[src/hw/rtl/bole_pkg.sv]
`timescale 1ns / 1ps
// shared types, codes and defaults for the bounded ordered list engine
package bole_pkg;

	localparam int CAPACITY_DEF = 16;
	localparam int POS_W = 5;
	localparam int LEN_W = 5;
	localparam int ELEM_W = 8;

	typedef enum logic [2:0] {
		CMD_INS_FRONT = 3'd0,
		CMD_INS_REAR  = 3'd1,
		CMD_INS_POS   = 3'd2,
		CMD_INS_SORT  = 3'd3,
		CMD_DEL_FRONT = 3'd4,
		CMD_DEL_REAR  = 3'd5,
		CMD_DEL_POS   = 3'd6,
		CMD_DISPLAY   = 3'd7
	} cmd_t;

	typedef enum logic [1:0] {
		STAT_OK    = 2'd0,
		STAT_FULL  = 2'd1,
		STAT_EMPTY = 2'd2,
		STAT_RANGE = 2'd3
	} stat_t;

	typedef enum logic [1:0] {
		CELL_HOLD = 2'd0,
		CELL_INS  = 2'd1,
		CELL_DEL  = 2'd2,
		CELL_ROT  = 2'd3
	} cell_op_t;

	// broadcast to every cell of the chain
	typedef struct packed {
		cell_op_t           op;
		logic               sorted;
		logic signed [7:0]  new_val;
		logic signed [7:0]  head_val;
	} cell_ctl_t;

endpackage

[src/hw/rtl/bole_cell.sv]
`timescale 1ns / 1ps
// one slot of the list chain: holds a byte and shifts with its neighbours
module bole_cell import bole_pkg::*; #(
	parameter int CAPACITY = CAPACITY_DEF,
	parameter int INDEX = 0
) (
	input  logic                                   clk,
	input  cell_ctl_t                              ctl,
	input  logic [$clog2(CAPACITY)-1:0]            at,
	input  logic [$clog2(CAPACITY+1)-1:0]          occ,
	input  logic signed [ELEM_W-1:0]               left_val,
	input  logic signed [ELEM_W-1:0]               right_val,
	input  logic                                   found_in,
	output logic                                   found_out,
	output logic signed [ELEM_W-1:0]               val
);

	localparam int IDX_W = $clog2(CAPACITY);
	localparam int CNT_W = $clog2(CAPACITY+1);

	logic signed [ELEM_W-1:0] val_q;
	logic stop;
	logic live;
	logic last_live;

	assign live      = CNT_W'(INDEX) < occ;
	assign last_live = CNT_W'(INDEX + 1) == occ;

	// sorted: stop at first slot not greater than the new byte, or past the end
	always_comb begin
		if (ctl.sorted) begin
			stop = !live || !($signed(ctl.new_val) < $signed(val_q));
		end else begin
			stop = at == IDX_W'(INDEX);
		end
	end

	assign found_out = found_in | stop;
	assign val = val_q;

	always_ff @(posedge clk) begin
		unique case (ctl.op)
			CELL_INS: begin
				if (found_in) begin
					val_q <= left_val;
				end else if (stop) begin
					val_q <= ctl.new_val;
				end
			end
			CELL_DEL: begin
				if (found_in || stop) begin
					val_q <= right_val;
				end
			end
			CELL_ROT: begin
				if (last_live) begin
					val_q <= ctl.head_val;
				end else if (live) begin
					val_q <= right_val;
				end
			end
			CELL_HOLD: begin
			end
			default: begin
			end
		endcase
	end

endmodule

[src/hw/rtl/bounded_ordered_list_engine.sv]
`timescale 1ns / 1ps
// top level of the bounded ordered list engine: command decode, cell chain, result register
//
//   channel   valid      stall      payload                         direction
//   command   cmd_valid  cmd_stall  cmd, value, position            in
//   result    res_valid  res_stall  status, element, length, last   out
//
// every insert or delete finishes in the cycle its word is accepted: the whole
// chain of cells shifts at once, so each such command gives one result word in the next cycle
// display: the accepting cycle loads the count, or answers an empty list with one EMPTY word;
// then the chain rotates one cell per cycle while the result register is free,
// and the head cell is sent out each time
// reset empties the list at once; slot contents are not cleared
// a stalled result word holds; commands are taken only while no display is
// streaming and the result register is empty or being drained
module bounded_ordered_list_engine import bole_pkg::*; #(
	parameter int CAPACITY = CAPACITY_DEF
) (
	input  logic                     clk,
	input  logic                     arst_n,
	input  logic                     cmd_valid,
	output logic                     cmd_stall,
	input  logic [2:0]               cmd,
	input  logic signed [ELEM_W-1:0] value,
	input  logic [POS_W-1:0]         position,
	output logic                     res_valid,
	input  logic                     res_stall,
	output logic [1:0]               status,
	output logic signed [ELEM_W-1:0] element,
	output logic [LEN_W-1:0]         length,
	output logic                     last
);

	localparam int IDX_W = $clog2(CAPACITY);
	localparam int CNT_W = $clog2(CAPACITY+1);
	localparam int CMP_W = (CNT_W > POS_W) ? CNT_W : POS_W;

	typedef enum logic [1:0] {
		ST_IDLE = 2'b01,
		ST_DISP = 2'b10
	} state_t;

	state_t state_q;
	logic [CNT_W-1:0] occ_q;
	logic [CNT_W-1:0] remain_q;

	// result register
	logic                     res_valid_q;
	stat_t                    status_q;
	logic signed [ELEM_W-1:0] element_q;
	logic [LEN_W-1:0]         length_q;
	logic                     last_q;

	// cell chain
	logic signed [ELEM_W-1:0] cell_val [CAPACITY];
	logic                     found    [CAPACITY];
	cell_ctl_t                ctl;
	logic [IDX_W-1:0]         at;

	// decode
	logic                     out_free;
	logic                     accept;
	cmd_t                     cmd_c;
	logic [CMP_W-1:0]         pos_x;
	logic [CMP_W-1:0]         occ_x;
	logic                     full;
	logic                     empty;
	logic                     emit;
	stat_t                    res_status;
	logic signed [ELEM_W-1:0] res_elem;
	logic                     res_last;
	logic [CNT_W-1:0]         occ_next;
	logic [CMP_W-1:0]         len_x;
	logic                     go_disp;

	// result register is free when empty or being taken this cycle
	assign out_free  = !res_valid_q || !res_stall;
	assign cmd_stall = !((state_q == ST_IDLE) && out_free);
	assign accept    = cmd_valid && !cmd_stall;

	assign cmd_c = cmd_t'(cmd);
	assign pos_x = CMP_W'(position);
	assign occ_x = CMP_W'(occ_q);
	assign full  = occ_q == CNT_W'(CAPACITY);
	assign empty = occ_q == '0;

	always_comb begin
		ctl.op       = CELL_HOLD;
		ctl.sorted   = 1'b0;
		ctl.new_val  = value;
		ctl.head_val = cell_val[0];
		at           = '0;
		emit         = 1'b0;
		res_status   = STAT_OK;
		res_elem     = '0;
		res_last     = 1'b1;
		occ_next     = occ_q;
		go_disp      = 1'b0;
		if (accept) begin
			unique case (cmd_c)
				CMD_INS_FRONT, CMD_INS_REAR, CMD_INS_POS, CMD_INS_SORT: begin
					emit = 1'b1;
					if (full) begin
						res_status = STAT_FULL;
					end else if ((cmd_c == CMD_INS_POS) && (pos_x > occ_x)) begin
						res_status = STAT_RANGE;
					end else begin
						ctl.op   = CELL_INS;
						res_elem = value;
						occ_next = occ_q + CNT_W'(1);
						unique case (cmd_c)
							CMD_INS_REAR: at = occ_x[IDX_W-1:0];
							CMD_INS_POS:  at = pos_x[IDX_W-1:0];
							CMD_INS_SORT: ctl.sorted = 1'b1;
							default:      at = '0;
						endcase
					end
				end
				CMD_DEL_FRONT, CMD_DEL_REAR, CMD_DEL_POS: begin
					emit = 1'b1;
					if (empty) begin
						res_status = STAT_EMPTY;
					end else if ((cmd_c == CMD_DEL_POS) && (pos_x >= occ_x)) begin
						res_status = STAT_RANGE;
					end else begin
						ctl.op   = CELL_DEL;
						occ_next = occ_q - CNT_W'(1);
						unique case (cmd_c)
							CMD_DEL_REAR: at = occ_next[IDX_W-1:0];
							CMD_DEL_POS:  at = pos_x[IDX_W-1:0];
							default:      at = '0;
						endcase
						res_elem = cell_val[at];
					end
				end
				CMD_DISPLAY: begin
					if (empty) begin
						emit       = 1'b1;
						res_status = STAT_EMPTY;
					end else begin
						go_disp = 1'b1;
					end
				end
				default: begin
				end
			endcase
		end else if ((state_q == ST_DISP) && out_free) begin
			// send the head and rotate it round to the tail
			ctl.op   = CELL_ROT;
			emit     = 1'b1;
			res_elem = cell_val[0];
			res_last = remain_q == CNT_W'(1);
		end
	end

	assign len_x = CMP_W'(occ_next);

	// chain of cells, slot 0 is the front
	for (genvar i = 0; i < CAPACITY; i++) begin : g_cell
		logic signed [ELEM_W-1:0] left_w;
		logic signed [ELEM_W-1:0] right_w;
		logic                     found_in_w;

		if (i == 0) begin : g_first
			assign left_w     = '0;
			assign found_in_w = 1'b0;
		end else begin : g_inner
			assign left_w     = cell_val[i-1];
			assign found_in_w = found[i-1];
		end

		if (i == CAPACITY - 1) begin : g_tail
			assign right_w = '0;
		end else begin : g_body
			assign right_w = cell_val[i+1];
		end

		bole_cell #(
			.CAPACITY (CAPACITY),
			.INDEX    (i)
		) u_cell (
			.clk       (clk),
			.ctl       (ctl),
			.at        (at),
			.occ       (occ_q),
			.left_val  (left_w),
			.right_val (right_w),
			.found_in  (found_in_w),
			.found_out (found[i]),
			.val       (cell_val[i])
		);
	end

	// control state
	always_ff @(posedge clk or negedge arst_n) begin
		if (!arst_n) begin
			state_q     <= ST_IDLE;
			occ_q       <= '0;
			remain_q    <= '0;
			res_valid_q <= 1'b0;
		end else begin
			occ_q <= occ_next;
			if (emit) begin
				res_valid_q <= 1'b1;
			end else if (!res_stall) begin
				res_valid_q <= 1'b0;
			end
			unique case (state_q)
				ST_IDLE: begin
					if (go_disp) begin
						state_q  <= ST_DISP;
						remain_q <= occ_q;
					end
				end
				ST_DISP: begin
					if (out_free) begin
						remain_q <= remain_q - CNT_W'(1);
						if (remain_q == CNT_W'(1)) begin
							state_q <= ST_IDLE;
						end
					end
				end
				default: begin
					state_q <= ST_IDLE;
				end
			endcase
		end
	end

	// result payload
	always_ff @(posedge clk) begin
		if (emit) begin
			status_q  <= res_status;
			element_q <= res_elem;
			length_q  <= len_x[LEN_W-1:0];
			last_q    <= res_last;
		end
	end

	assign res_valid = res_valid_q;
	assign status    = status_q;
	assign element   = element_q;
	assign length    = length_q;
	assign last      = last_q;

endmodule
[config.mk]
export PLATFORM = sky130hd
export DESIGN_NAME = bounded_ordered_list_engine
export DESIGN_NICKNAME = d
export VERILOG_FILES = /design/src/hw/rtl/bole_pkg.sv /design/src/hw/rtl/bole_cell.sv /design/src/hw/rtl/bounded_ordered_list_engine.sv
export SDC_FILE = /design/constraint.sdc
export NUM_CORES = 1
export LEC_CHECK = 0
export ABC_AREA = 1
export BUFFER_PORTS_ARGS = -buffer_cell sky130_fd_sc_hd__buf_2
export CORE_ASPECT_RATIO = 1.1
export CORE_MARGIN = 2
export CORE_UTILIZATION = 57
export DETAILED_ROUTE_END_ITERATION = 8
export GPL_ROUTABILITY_DRIVEN = 0
export PLACE_DENSITY_LB_ADDON = 0.1
export RECOVER_POWER = 50
export SLEW_MARGIN = 20
export SYNTH_ARGS = -nofsm -noshare
export SYNTH_HDL_FRONTEND = slang
export SYNTH_SLANG_ARGS = --single-unit
export TNS_END_PERCENT = 50
[constraint.sdc]
create_clock -name clk -period 8.8 [get_ports clk]
set_input_delay 0.88 -clock clk [delete_from_list [all_inputs] [get_ports clk]]
set_output_delay 0.88 -clock clk [all_outputs]
set_load 0.05 [all_outputs]
==> results.py <==
metrics = {
    "pwr": {
        "ir_drop_mv": 0.106,
        "power_density_nw_per_um2": 270,
        "leakagePower_nw": 6.57,
        "p_total_w": 0.00411,
    },
    "critical_path": {
        "timing.critical_path.mode_cell": "inv_1",
        "start_kind": "flop",
        "worstSetupPathType": "reg2reg",
        "cpMaxStageDelayCell": "clkbuf_2",
        "cpPeakStageDelay_ns": 1.16,
        "arrival_ns": 7.52,
        "path_max_fanout": 87,
        "path_cells": "clkinv_1 > ha_1 > nand2_1 > nand2_1 > a21oi_1 > nand3_1 > nand2_1 > inv_1 > nor2_1 > inv_1 > nor2_1 > inv_1 > nor2_1 > clkbuf_1 > inv_1 > clkbuf_2 > o22ai_1 > o21bai_1",
        "crit_required_ns": 9.10,
        "crit_path_end_kind": "flop",
    },
    "placed_design": {
        "dpl.hpwl_um": 38300,
        "place_ws_ns": 3.11,
        "dp_cells": 2194,
        "io_buffers": 37,
    },
    "timing": {
        "fmax_mhz": 139,
        "skew_ns": 0.0145,
        "layout_setup_ws_ns": 1.58,
        "slew_viol_final": 155,
        "fin_crit_ns": 7.22,
        "fin_crit_sh_pct": 82.0,
        "worst_pin_slew_ns": 2.16,
        "rsz0062_at_grt": "false",
        "setup_viol": 0,
        "hold_viol": 0,
        "fin_setup_tns_ns": 0,
        "slew_headroom_pct": -44.3,
    },
    "detailed_routing": {
        "via_per_inst": 6.90,
        "drc": 0,
        "drt-initial-drc-count": 2169,
        "num_vias": 15400,
        "drtAntennaViolNets": 0,
        "drt_wl_total_um": 56000,
        "dr.pass1.iters": 6,
        "routedWlPerCell_um": 25.2,
    },
    "status": {
        "failed_checks": "capacitance limit, slew limit",
        "outcome": "finished, violations left",
    },
    "global_route": {
        "overflow": 0,
        "grt_first_pass_wirelength_um": 84500,
        "first_global_vias": 14100,
        "grt_max_degree": 97,
        "grt.total_usage_pct": 42.3,
        "antenna_found_initial": 3,
    },
    "synth": {
        "synthDistinctLibCells": 51,
        "synth_ff_type": "edfxtp_1",
        "async_flop_share_pct": 8.28,
        "synth-simple-area-share_pct": 15.9,
        "synth_area_um2": 14400,
        "seq_area_frac_synth_pct": 32.3,
        "synth_seq_cells": 157,
        "syn_nets": 2074,
        "synth_edf_count": 144,
        "synthCells": 1930,
        "synth_fa_ha_area_share_pct": 10.8,
        "synth_compound_area_share_pct": 31.2,
        "yosysWarnings": 0,
        "synth_top_family_by_area": "compound AO/OA/AOI/OAI gates",
        "synth-xor-area-share_pct": 0.425,
        "avgSynthCellArea_um2": 7.47,
        "synth_mux_area_share_pct": 0,
    },
    "floorplan": {
        "initial_core_util_pct": 57.6,
        "die-height_um": 171,
        "core_region_area_um2": 25000,
        "dieArea_um2": 26600,
        "ios": 38,
        "num_rows": 61,
        "die_x_um": 156,
    },
    "layout": {
        "final_core_util_pct": 60.8,
        "multi_input_area_um2": 8370,
        "syn_to_final_growth_pct": 5.57,
        "fin_nets": 2042,
        "layout.area.seq_um2": 4650,
        "final_cells": 2227,
        "drive_gt1_share_pct": 5.34,
        "fill_cells": 2309,
    },
    "clock_tree": {
        "cts_hold_buf": 0,
        "cts_resized": 0,
        "ctsHtreeMaxLevel": 4,
        "cts_buffers": 17,
        "cts_setup_buffers": 0,
        "clk_latency_ns": 0.46,
        "clkTransAtPathRegs_ns": 0.07,
        "clock-sinks": 157,
        "cts_tree": "done",
        "clockBufferDepth": 2,
        "clockRootBuffer": "clkbuf_16",
    },
    "flow_run": {
        "maxCapViolCount": 3,
    },
    "hold_path": {
        "worstHoldPathType": "in2async",
    },
}
## layer usage
layer / vias up / share of wire [%] / track usage [%]
met1: 7035 / 36 / 52.9
met3: 254 / 14 / 13.6
li1: 6881 / - / -
met2: 1190 / 43 / 63.8
met5: - / 0.046 / 0
met4: 4 / 6.9 / 25.6
## metrics by stage
step / cell area (µm²) / hold slack [ns]
floorplan: 14400 / 0.528
global placement: 14700 / 0.529
detailed placement: 14700 / 0.540
CTS: 15300 / 0.319
global route: 15200 / 0.525
finish: 15200 / 0.485
## registers in the layout, indices dropped and copies added, names as in the netlist
signal	count
g_cell.u_cell.val	128
element	8
length	5
occ_q	5
remain_q	5
state_q	2
status	2
last	1
res_valid	1
## Yosys cell counts, types with 2 or more instances
| cell type | number | area, µm² |
|---|---|---|
| o311ai_0 | 3 | 26.3 |
| o221ai_1 | 90 | 788 |
| nand4_1 | 14 | 87.6 |
| o21a_1 | 3 | 22.5 |
| a21oi_1 | 189 | 946 |
| nand3_2 | 3 | 30.0 |
| nand2_4 | 2 | 22.5 |
| o21ai_1 | 4 | 20.0 |
| nand3_1 | 67 | 335 |
| a21boi_0 | 9 | 67.6 |
| a32oi_1 | 17 | 149 |
| edfxtp_1 | 144 | 4320 |
| a31oi_1 | 13 | 81.3 |
| o22ai_1 | 28 | 175 |
| a22oi_1 | 5 | 37.5 |
| inv_2 | 6 | 22.5 |
| nor2_2 | 4 | 25.0 |
| a211oi_1 | 8 | 60.1 |
| nor2_1 | 89 | 334 |
| o22ai_2 | 2 | 25.0 |
| nand4_4 | 3 | 63.8 |
| clkinv_1 | 6 | 22.5 |
| buf_2 | 2 | 10.0 |
| o21bai_1 | 4 | 30.0 |
| nand2_1 | 331 | 1240 |
| inv_1 | 231 | 867 |
| o21ai_0 | 323 | 1620 |
| a21o_1 | 9 | 67.6 |
| xor2_1 | 6 | 52.6 |
| nor3_1 | 3 | 15.0 |
| buf_4 | 4 | 30.0 |
| o31ai_1 | 3 | 22.5 |
| clkbuf_1 | 104 | 390 |
| o41ai_1 | 2 | 17.5 |
| dfrtp_1 | 12 | 300 |
| ha_1 | 124 | 1550 |
| nand2_2 | 7 | 43.8 |
| o211ai_1 | 41 | 308 |
| nor2_8 | 3 | 60.1 |
## cells by family after synthesis
group,after synthesis
buf+inv,355
simple gates,530
compound gates,757
fa+ha+maj,124
xor+xnor,7
flops,157
## cell type report
type	instances	share of cell area (%)
timing repair buffer	61	2.08
clock buffer	19	2.84
multi-input combinational	1418	55.0
clock inverter	13	0.888
tap	315	2.59
antenna	1	0.0164
sequential	157	30.6
inverter	243	6.00
## worst paths after layout
check	startpoint	end	slack (ns)	depth (start not counted)
min in group clk	res_valid$_DFFE_PN0P_	res_valid$_DFFE_PN0P_	0.55	2
max	occ_q[2]$_DFF_PN0_	g_cell[14].u_cell.val[3]$_DFFE_PP_	1.58	18
max reg2reg	occ_q[2]$_DFF_PN0_	g_cell[14].u_cell.val[3]$_DFFE_PP_	1.58	18
min reg2reg	res_valid$_DFFE_PN0P_	res_valid$_DFFE_PN0P_	0.55	2
max in group asynchronous	arst_n	remain_q[1]$_DFFE_PN0P_	7.80	1
min	arst_n	occ_q[2]$_DFF_PN0_	0.49	1
## worst max-delay path: cells and delay by family, from the launching register on
family / cells / cell delay, ns
and+or+nand+nor: 7 / 1.34
buffers and inverters: 7 / 3.37
DFF: 1 / 0.67
AOI/OAI and AO/OA: 3 / 1.11
adders and majority gates: 1 / 0.42
## report_power, final
| group | internal [W] | leakage, nW | total [W] | switching [W] |
|---|---|---|---|---|
| Combinational | 0.000620 | 4.80 | 0.00212 | 0.00150 |
| Clock | 0.000396 | 0.264 | 0.000746 | 0.000350 |
| Sequential | 0.00111 | 1.51 | 0.00125 | 0.000141 |
| Total | 0.00212 | 6.57 | 0.00411 | 0.00199 |
## cell usage in the layout, fill, tap and decap left out, types with 3 or more instances in the layout
cell and n:
inv_1 231, clkinv_4 4, dfrtp_1 12, a22oi_1 5, nor3_1 3, o221ai_1 90
ha_1 124, o21ai_1 4, o31ai_1 3, nand2_1 330, clkbuf_1 27, clkinv_1 5
clkbuf_16 17, a32oi_1 17, nand2_2 8, o22ai_1 28, a21oi_1 189, o21bai_1 4
a31oi_1 13, clkinvlp_4 4, edfxtp_1 144, o21ai_0 323, buf_2 18, inv_2 6
nand4_1 16, o21a_1 3, nor2_2 5, o311ai_0 3, xor2_1 6, o211ai_1 41
a21o_1 9, a21boi_0 9, nor2_1 88, nand3_2 3, a211oi_1 8, buf_4 17
nand3_1 67
Note: power is estimated with default switching activity, not from simulation.
